## config.mk

```make
export PLATFORM = sky130hd
export DESIGN_NAME = bounded_event_stack_top
export DESIGN_NICKNAME = d
export VERILOG_FILES = /design/src/rtl/bes_pkg.sv /design/src/rtl/bes_mem.sv /design/src/rtl/bes_ctrl.sv /design/src/rtl/bounded_event_stack_top.sv
export VERILOG_INCLUDE_DIRS = /design/src /design/src/rtl
export SDC_FILE = /design/constraint.sdc
export NUM_CORES = 1
export LEC_CHECK = 0
export BUFFER_PORTS_ARGS = -buffer_cell sky130_fd_sc_hd__buf_2
export CORE_AREA = 3 3 266 268
export CTS_CLUSTER_SIZE = 10
export DETAILED_ROUTE_END_ITERATION = 6
export DIE_AREA = 0 0 269 271
export PLACE_DENSITY = 0.95
export RECOVER_POWER = 25
export SYNTH_ARGS = -nofsm -noshare
export SYNTH_HDL_FRONTEND = slang
export SYNTH_HIERARCHICAL = 1
export SYNTH_SLANG_ARGS = --single-unit
```

## constraint.sdc

```tcl
create_clock -name clk -period 12 [get_ports clk]
set_input_delay 3.6 -clock clk [delete_from_list [all_inputs] [get_ports clk]]
set_output_delay 3.6 -clock clk [all_outputs]
set_load 0.01 [all_outputs]
```

## src/rtl/assert_macros.svh

```systemverilog
// Assertion macros used by the top level of the bounded event stack.
// Define NO_ASSERTIONS to compile every check out; no other dependencies.
`ifndef ASSERT_MACROS_SVH
`define ASSERT_MACROS_SVH

`ifndef NO_ASSERTIONS

// Check that cons holds in the same cycle as ante.
`define BES_ASSERT_SAME(label, clk, rst_n, ante, cons) \
    label: assert property (@(posedge clk) disable iff (!rst_n) (ante) |-> (cons)) \
        else $error("assertion failed");

// Check that cons holds in the cycle after ante.
`define BES_ASSERT_NEXT(label, clk, rst_n, ante, cons) \
    label: assert property (@(posedge clk) disable iff (!rst_n) (ante) |=> (cons)) \
        else $error("assertion failed");

`else

`define BES_ASSERT_SAME(label, clk, rst_n, ante, cons)
`define BES_ASSERT_NEXT(label, clk, rst_n, ante, cons)

`endif

`endif

```

## src/rtl/bes_pkg.sv

```systemverilog
// Shared types and constants for the bounded event stack.
// No dependencies; used by bes_mem, bes_ctrl and bounded_event_stack_top.
package bes_pkg;

    localparam int DEPTH_DEFAULT      = 16;
    localparam int EVENT_BITS_DEFAULT = 64;
    localparam int WORD_W             = 64;
    localparam int ACTION_W           = 2;
    localparam int LIMIT_W            = 5;
    localparam int COUNT_OUT_W        = 5;

    typedef enum logic [ACTION_W-1:0] {
        ACT_PUSH   = 2'd0,
        ACT_POP    = 2'd1,
        ACT_DUMP   = 2'd2,
        ACT_UNUSED = 2'd3
    } action_t;

    typedef enum logic [1:0] {
        ST_IDLE,
        ST_READ,
        ST_SEND
    } seq_state_t;

    typedef struct packed {
        logic wr_en;
        logic rd_en;
    } mem_ctl_t;

endpackage

```

## src/rtl/bes_mem.sv

```systemverilog
// Entry storage for the bounded event stack: one write port, one registered read port.
// Depends on bes_pkg for the memory control struct.
module bes_mem #(
    parameter int DEPTH      = bes_pkg::DEPTH_DEFAULT,
    parameter int EVENT_BITS = bes_pkg::EVENT_BITS_DEFAULT
) (
    input  logic                     clk,
    input  bes_pkg::mem_ctl_t        ctl,
    input  logic [$clog2(DEPTH)-1:0] wr_addr,
    input  logic [EVENT_BITS-1:0]    wr_data,
    input  logic [$clog2(DEPTH)-1:0] rd_addr,
    output logic [EVENT_BITS-1:0]    rd_data
);

    logic [EVENT_BITS-1:0] entry_mem [DEPTH];
    logic [EVENT_BITS-1:0] rd_data_reg;

    always_ff @(posedge clk)
    begin
        if (ctl.wr_en)
        begin
            entry_mem[wr_addr] <= wr_data;
        end
    end

    always_ff @(posedge clk)
    begin
        if (ctl.rd_en)
        begin
            rd_data_reg <= entry_mem[rd_addr];
        end
    end

    assign rd_data = rd_data_reg;

endmodule

```

## src/rtl/bes_ctrl.sv

```systemverilog
// Sequencer, pointer unit and result register of the bounded event stack.
// Depends on bes_pkg; drives bes_mem through a bes_pkg::mem_ctl_t struct.
module bes_ctrl #(
    parameter int DEPTH      = bes_pkg::DEPTH_DEFAULT,
    parameter int EVENT_BITS = bes_pkg::EVENT_BITS_DEFAULT
) (
    input  logic                            clk,
    input  logic                            rst_n,
    input  logic                            cfg_valid,
    output logic                            cfg_ready,
    input  logic [bes_pkg::LIMIT_W-1:0]     cfg_data,
    input  logic                            in_valid,
    output logic                            in_stall,
    input  logic [bes_pkg::ACTION_W-1:0]    action,
    input  logic [bes_pkg::WORD_W-1:0]      event_word,
    output logic                            out_valid,
    input  logic                            out_stall,
    output logic [bes_pkg::WORD_W-1:0]      result_word,
    output logic                            has_entry,
    output logic [bes_pkg::COUNT_OUT_W-1:0] stored_count,
    output logic                            now_empty,
    output logic                            last_of_run,
    output bes_pkg::mem_ctl_t               mem_ctl,
    output logic [$clog2(DEPTH)-1:0]        mem_wr_addr,
    output logic [EVENT_BITS-1:0]           mem_wr_data,
    output logic [$clog2(DEPTH)-1:0]        mem_rd_addr,
    input  logic [EVENT_BITS-1:0]           mem_rd_data
);

    localparam int IDX_W = $clog2(DEPTH);
    localparam int CNT_W = $clog2(DEPTH + 1);
    localparam logic [IDX_W-1:0] IDX_LAST = IDX_W'(DEPTH - 1);
    localparam logic [CNT_W-1:0] CNT_FULL = CNT_W'(DEPTH);

    function automatic logic [IDX_W-1:0] idx_inc(input logic [IDX_W-1:0] idx);
        return (idx == IDX_LAST) ? '0 : idx + IDX_W'(1);
    endfunction

    function automatic logic [IDX_W-1:0] idx_dec(input logic [IDX_W-1:0] idx);
        return (idx == '0) ? IDX_LAST : idx - IDX_W'(1);
    endfunction

    bes_pkg::seq_state_t state_reg, state_next;

    logic [bes_pkg::LIMIT_W-1:0] max_entries_reg;
    logic [IDX_W-1:0]            top_reg, top_next;
    logic [CNT_W-1:0]            count_reg, count_next;
    logic [IDX_W-1:0]            rd_addr_reg, rd_addr_next;
    logic [CNT_W-1:0]            remain_reg, remain_next;
    logic                        carry_reg, carry_next;

    logic                             out_valid_reg, out_valid_next;
    logic [bes_pkg::WORD_W-1:0]       out_word_reg, out_word_next;
    logic                             out_has_reg, out_has_next;
    logic [bes_pkg::COUNT_OUT_W-1:0]  out_count_reg, out_count_next;
    logic                             out_empty_reg, out_empty_next;
    logic                             out_last_reg, out_last_next;

    logic             in_xfer;
    logic             out_free;
    logic             out_load;
    logic             run_more;
    logic [CNT_W-1:0] limit;
    logic [CNT_W-1:0] count_inc;

    assign cfg_ready = 1'b1;
    assign in_stall  = (state_reg != bes_pkg::ST_IDLE);
    assign in_xfer   = in_valid && !in_stall;
    assign out_free  = !out_valid_reg || !out_stall;
    assign out_load  = (state_reg == bes_pkg::ST_SEND) && out_free;
    assign run_more  = carry_reg && (remain_reg != CNT_W'(1));

    always_comb
    begin
        if (max_entries_reg == '0 || 32'(max_entries_reg) > 32'(DEPTH))
        begin
            limit = CNT_FULL;
        end
        else
        begin
            limit = CNT_W'(max_entries_reg);
        end
    end

    assign count_inc = count_reg + CNT_W'(1);

    always_comb
    begin
        state_next = state_reg;
        case (state_reg)
            bes_pkg::ST_IDLE:
            begin
                if (in_xfer)
                begin
                    if ((action == bes_pkg::ACT_POP || action == bes_pkg::ACT_DUMP)
                        && count_reg != '0)
                    begin
                        state_next = bes_pkg::ST_READ;
                    end
                    else
                    begin
                        state_next = bes_pkg::ST_SEND;
                    end
                end
            end
            bes_pkg::ST_READ:
            begin
                state_next = bes_pkg::ST_SEND;
            end
            bes_pkg::ST_SEND:
            begin
                if (out_free)
                begin
                    state_next = run_more ? bes_pkg::ST_READ : bes_pkg::ST_IDLE;
                end
            end
            default:
            begin
                state_next = bes_pkg::ST_IDLE;
            end
        endcase
    end

    always_comb
    begin
        top_next       = top_reg;
        count_next     = count_reg;
        rd_addr_next   = rd_addr_reg;
        remain_next    = remain_reg;
        carry_next     = carry_reg;
        mem_ctl        = '0;
        mem_wr_addr    = idx_inc(top_reg);
        mem_wr_data    = event_word[EVENT_BITS-1:0];
        mem_rd_addr    = rd_addr_reg;
        out_word_next  = out_word_reg;
        out_has_next   = out_has_reg;
        out_count_next = out_count_reg;
        out_empty_next = out_empty_reg;
        out_last_next  = out_last_reg;
        out_valid_next = out_valid_reg && out_stall;

        case (state_reg)
            bes_pkg::ST_IDLE:
            begin
                if (in_xfer)
                begin
                    carry_next = 1'b0;
                    case (action)
                        bes_pkg::ACT_PUSH:
                        begin
                            mem_ctl.wr_en = 1'b1;
                            top_next      = idx_inc(top_reg);
                            count_next    = (count_inc > limit) ? count_reg : count_inc;
                        end
                        bes_pkg::ACT_POP:
                        begin
                            if (count_reg != '0)
                            begin
                                rd_addr_next = top_reg;
                                top_next     = idx_dec(top_reg);
                                count_next   = count_reg - CNT_W'(1);
                                remain_next  = CNT_W'(1);
                                carry_next   = 1'b1;
                            end
                        end
                        bes_pkg::ACT_DUMP:
                        begin
                            if (count_reg != '0)
                            begin
                                rd_addr_next = top_reg;
                                remain_next  = count_reg;
                                carry_next   = 1'b1;
                            end
                        end
                        default:
                        begin
                            carry_next = 1'b0;
                        end
                    endcase
                end
            end
            bes_pkg::ST_READ:
            begin
                mem_ctl.rd_en = 1'b1;
            end
            bes_pkg::ST_SEND:
            begin
                if (out_free)
                begin
                    out_valid_next = 1'b1;
                    out_word_next  = carry_reg ? bes_pkg::WORD_W'(mem_rd_data) : '0;
                    out_has_next   = carry_reg;
                    out_count_next = bes_pkg::COUNT_OUT_W'(count_reg);
                    out_empty_next = (count_reg == '0);
                    out_last_next  = !run_more;
                    if (run_more)
                    begin
                        remain_next  = remain_reg - CNT_W'(1);
                        rd_addr_next = idx_dec(rd_addr_reg);
                    end
                end
            end
            default:
            begin
                carry_next = 1'b0;
            end
        endcase
    end

    always_ff @(posedge clk or negedge rst_n)
    begin
        if (!rst_n)
        begin
            state_reg       <= bes_pkg::ST_IDLE;
            max_entries_reg <= '0;
            top_reg         <= '0;
            count_reg       <= '0;
            carry_reg       <= 1'b0;
            out_valid_reg   <= 1'b0;
        end
        else
        begin
            state_reg     <= state_next;
            top_reg       <= top_next;
            count_reg     <= count_next;
            carry_reg     <= carry_next;
            out_valid_reg <= out_valid_next;
            if (cfg_valid && cfg_ready)
            begin
                max_entries_reg <= cfg_data;
            end
        end
    end

    always_ff @(posedge clk)
    begin
        rd_addr_reg   <= rd_addr_next;
        remain_reg    <= remain_next;
        out_word_reg  <= out_word_next;
        out_has_reg   <= out_has_next;
        out_count_reg <= out_count_next;
        out_empty_reg <= out_empty_next;
        out_last_reg  <= out_last_next;
    end

    assign out_valid    = out_valid_reg;
    assign result_word  = out_word_reg;
    assign has_entry    = out_has_reg;
    assign stored_count = out_count_reg;
    assign now_empty    = out_empty_reg;
    assign last_of_run  = out_last_reg;

endmodule

```

## src/rtl/bounded_event_stack_top.sv

```systemverilog
// Top level of the bounded event stack: sequencer plus entry storage.
// Depends on bes_pkg, bes_mem, bes_ctrl and assert_macros.svh.
//
// LIFO of event words held in a circular buffer of DEPTH entries; a push past the
// limit in max_entries (0 or above DEPTH means DEPTH) drops the oldest entry.
// One item is in work at a time. A push, an empty pop or dump, or an unused
// action code passes only the send state; a pop with an entry passes read, then
// send; a dump passes read and send once per entry. The single registered read
// port of the entry memory and the sequencer pacing each result through the
// output register set these steps; output stalls hold the send state. The
// result register frees the input side as soon as the last result is loaded.
`include "assert_macros.svh"

module bounded_event_stack_top #(
    parameter int DEPTH      = bes_pkg::DEPTH_DEFAULT,
    parameter int EVENT_BITS = bes_pkg::EVENT_BITS_DEFAULT
) (
    input  logic                            clk,
    input  logic                            rst_n,
    input  logic                            cfg_valid,
    output logic                            cfg_ready,
    input  logic [bes_pkg::LIMIT_W-1:0]     cfg_data,
    input  logic                            in_valid,
    output logic                            in_stall,
    input  logic [bes_pkg::ACTION_W-1:0]    action,
    input  logic [bes_pkg::WORD_W-1:0]      event_word,
    output logic                            out_valid,
    input  logic                            out_stall,
    output logic [bes_pkg::WORD_W-1:0]      result_word,
    output logic                            has_entry,
    output logic [bes_pkg::COUNT_OUT_W-1:0] stored_count,
    output logic                            now_empty,
    output logic                            last_of_run
);

    bes_pkg::mem_ctl_t           mem_ctl;
    logic [$clog2(DEPTH)-1:0]    mem_wr_addr;
    logic [EVENT_BITS-1:0]       mem_wr_data;
    logic [$clog2(DEPTH)-1:0]    mem_rd_addr;
    logic [EVENT_BITS-1:0]       mem_rd_data;

    bes_ctrl #(
        .DEPTH      (DEPTH),
        .EVENT_BITS (EVENT_BITS)
    ) u_ctrl (
        .clk          (clk),
        .rst_n        (rst_n),
        .cfg_valid    (cfg_valid),
        .cfg_ready    (cfg_ready),
        .cfg_data     (cfg_data),
        .in_valid     (in_valid),
        .in_stall     (in_stall),
        .action       (action),
        .event_word   (event_word),
        .out_valid    (out_valid),
        .out_stall    (out_stall),
        .result_word  (result_word),
        .has_entry    (has_entry),
        .stored_count (stored_count),
        .now_empty    (now_empty),
        .last_of_run  (last_of_run),
        .mem_ctl      (mem_ctl),
        .mem_wr_addr  (mem_wr_addr),
        .mem_wr_data  (mem_wr_data),
        .mem_rd_addr  (mem_rd_addr),
        .mem_rd_data  (mem_rd_data)
    );

    bes_mem #(
        .DEPTH      (DEPTH),
        .EVENT_BITS (EVENT_BITS)
    ) u_mem (
        .clk     (clk),
        .ctl     (mem_ctl),
        .wr_addr (mem_wr_addr),
        .wr_data (mem_wr_data),
        .rd_addr (mem_rd_addr),
        .rd_data (mem_rd_data)
    );

    `BES_ASSERT_SAME(a_no_entry_zero_word, clk, rst_n, out_valid && !has_entry, result_word == '0)
    `BES_ASSERT_SAME(a_run_continues_with_entry, clk, rst_n, out_valid && !last_of_run, has_entry)
    `BES_ASSERT_NEXT(a_busy_after_transfer, clk, rst_n, in_valid && !in_stall, in_stall)

endmodule
```

==> results.sh <==
export IMPL_synthToLayoutAreaGrowth_pct=11.0
export IMPL_wl_per_cell_um=36.9
export IMPL_cts_resized=0
export IMPL_grt_pass1_vias=23500
export IMPL_synth_enable_flop_cells=1169
export IMPL_grt_max_degree=188
export IMPL_gp_congestion=0.799
export IMPL_cts_tree="done"
export IMPL_min_delay_start="u_mem/rd_data[54]"
export IMPL_hold_depth=1
export IMPL_clkSinkCount=1187
export IMPL_start_util_pct=66.0
export IMPL_yosys_area_top_type="edfxtp_1"
export IMPL_seq_area_sq_um=35600
export IMPL_ys_seq_area_share_pct=78.6
export IMPL_place_hpwl_um=57600
export IMPL_multi_input_area_sq_um=8740
export IMPL_path_class="input port to flip-flop"
export IMPL_die_y_um=271
export IMPL_cts_setup_buffers=0
export IMPL_final_hold_viol_count=0
export IMPL_leakage_nw=16.1
export IMPL_clk_pin_slew_ps=60
export IMPL_dpl_cell_area_sq_um=46600
export IMPL_ant_nets=0
export IMPL_largest_reg_flops=1024
export IMPL_r2r_end="u_mem/rd_data[63]"
export IMPL_coreArea_sq_um=68600
export IMPL_maxSlewViolCount=189
export IMPL_worst_skew_pair_late_latency_ps=730
export IMPL_cts_buffers=137
export IMPL_via_count=23200
export IMPL_routed_wl_um=117000
export IMPL_ys_ff_latch=1187
export IMPL_hp_class="flip-flop to flip-flop"
export IMPL_cp_start_kind="input port"
export IMPL_r2r_cells=5
export IMPL_period_share_pct=51.5
export IMPL_async_flop_share_pct=1.52
export IMPL_syn_num_nets=2156
export IMPL_post_place_ws_ps=5290
export IMPL_nFillCells=3425
export IMPL_grt_setup_unrepaired="false"
export IMPL_die_area_sq_um=72900
export IMPL_synthFlopType="edfxtp_1"
export IMPL_h_tree_depth=4
export IMPL_syn_area_per_cell_sq_um=22.0
export IMPL_fin_crit_ps=6180
export IMPL_fmax_mhz=162
export IMPL_grt_pass1_wl_um=172000
export IMPL_end_kind="flip-flop"
export IMPL_fin_area_sq_um=50200
export IMPL_grtUsageTotal_pct=33.5
export IMPL_skew_ps=23.1
export IMPL_viasPerCell=7.30
export IMPL_dr_pass1_iters=5
export IMPL_layout_cells_non_filler=3178
export IMPL_setup_tns_ps=0
export IMPL_status="finished with violations"
export IMPL_num_rows=96
export IMPL_dp_cells=3005
export IMPL_violations="max-capacitance violations, max-slew violations"
export IMPL_setup_ws_ps=5820
export IMPL_tightest_slew_ps=4750
export IMPL_synth_top_area_share_pct=77.6
export IMPL_drc=0
export IMPL_port_buffers=149
export IMPL_timing_rr_start="u_ctrl/mem_rd_addr[1]"
export IMPL_holdBufCountCts=0
export IMPL_antenna_found_initial=7
export IMPL_yosys_warnings=6
export IMPL_maxCapViolCount=3
export IMPL_cts_buffer_depth=3
export IMPL_power_density_nw_per_um2=229
export IMPL_hold_end="u_ctrl/result_word[54]"
export IMPL_clockRootBuffer="clkbuf_16"
export IMPL_required_ps=12330
export IMPL_gr_total_overflow=0
export IMPL_ir_drop_uv=221
export IMPL_cp_max_fo=57
export IMPL_r2r_slack_ps=6010
export IMPL_slew_headroom_pct=-217
export IMPL_worstPathArrival_ps=6500
export IMPL_syn_area_sq_um=45300
export IMPL_boundaryPins=151
export IMPL_drive_gt1_share_pct=26.2
export IMPL_die_x_um=269
export IMPL_synth_cell_type_count=48
export IMPL_fin_nets=2312
export IMPL_synthTopCellsByArea="edfxtp_1 78%, mux4_2 13%, a22oi_1 2.1%, buf_4 1.2%, dfrtp_1 1.0%"
export IMPL_final_setup_viol_count=0
export IMPL_drt_iter0_drc=4090
export IMPL_synth_cells=2057
## cell families (layout without fill, tap and decap cells)
family          Yosys count  after routing  synth area share, %
xor+xnor                 13             13                0.252
buf+inv                 183            368                 2.42
simple gates            206            206                 2.34
compound gates          179            179                 2.83
mux                     265            265                 13.0
other cells               1              6              0.00829
fa+ha+maj                23             23                0.636
flops                  1187           1187                 78.6
## worst max-delay path by stage
stage                          start                 endpoint  slack (ps)  depth (start not counted)
5_1_grt        u_ctrl/mem_rd_addr[1]        u_mem/rd_data[63]        5720                          5
6_report                   action[0]  u_mem/entry_mem[12][26]        5820                          7
3_5_place_dp               action[0]  u_mem/entry_mem[12][50]        5290                          7
3_3_place_gp               action[0]   u_mem/entry_mem[6][53]        5490                          7
4_1_cts                    action[0]  u_mem/entry_mem[12][51]        5950                          7
2_1_floorplan              action[0]    u_mem/entry_mem[0][0]        2560                          5
## cell usage in the layout (no fill, tap or decap), drive strengths merged, types with 2 or more instances in the layout
| cell | instances |
|---|---|
| a21o | 2 |
| a21oi | 12 |
| a22oi | 129 |
| a31oi | 3 |
| and2 | 65 |
| buf | 142 |
| clkbuf | 193 |
| clkinv | 5 |
| dfrtp | 18 |
| diode | 5 |
| edfxtp | 1169 |
| ha | 23 |
| inv | 28 |
| mux2 | 5 |
| mux2i | 4 |
| mux4 | 256 |
| nand2 | 84 |
| nand2b | 6 |
| nand3 | 6 |
| nand3b | 2 |
| nor2 | 19 |
| nor2b | 8 |
| nor3 | 8 |
| nor3b | 2 |
| nor4b | 3 |
| o21ai | 19 |
| o21bai | 2 |
| o31ai | 5 |
| o41ai | 2 |
| xnor2 | 5 |
| xor2 | 8 |
## metal layers
metal  part of all wire [%]  wire length, um  GRT usage (%)
met1                     33            39200           46.9
met2                     49            58000           52.7
met3                     12            14500           7.14
met4                    4.8             5660           13.4
met5                  0.031               36              0
## cells in the mapped netlist, types with 2 or more instances
library cell,number
a21o_1,2
a21oi_1,11
a22oi_1,129
a31oi_1,2
and2_1,65
buf_1,14
buf_2,14
buf_4,72
buf_6,16
clkbuf_1,48
dfrtp_1,18
edfxtp_1,1169
ha_1,23
inv_1,19
mux2_2,5
mux2i_1,4
mux4_2,256
nand2_1,83
nand2b_1,6
nand3_1,6
nand3b_1,2
nor2_1,18
nor2b_1,7
nor3_1,8
nor3b_1,2
nor4b_1,2
o21ai_0,18
o21bai_1,2
o31ai_1,5
o41ai_1,2
xnor2_1,5
xor2_1,8
## report_power, final
part	switching, W	internal, W
Sequential	0.000143	0.00497
Combinational	0.00163	0.00107
Clock	0.00160	0.00209
Total	0.00338	0.00813
## metrics by stage
step / util, % / hold slack [ps] / total power [W]
2_1_floorplan: - / 447 / 0.00694
3_3_place_gp: 67.9 / 505 / 0.00753
3_5_place_dp: 67.9 / 512 / 0.00770
4_1_cts: 73.4 / 522 / 0.0115
5_1_grt: 73.2 / 558 / 0.0118
6_report: 73.3 / 523 / 0.0115
## worst max-delay path, cell delays in order
cell and delay (ps):
buf_2 110, inv_1 80, ha_1 180, and3_1 410, nand3_1 430, nor3_2 720
buf_4 910
## layout make-up
class                           instances  area share [%]
Tap cell                              931            2.32
Antenna cell                            5          0.0249
Inverter                               19           0.142
Sequential cell                      1187            70.8
Clock inverter                         14           0.398
Timing Repair Buffer                  181            1.90
Multi-Input combinational cell        687            17.4
Clock buffer                          154            7.06
Power figures use the tool's default switching activity.
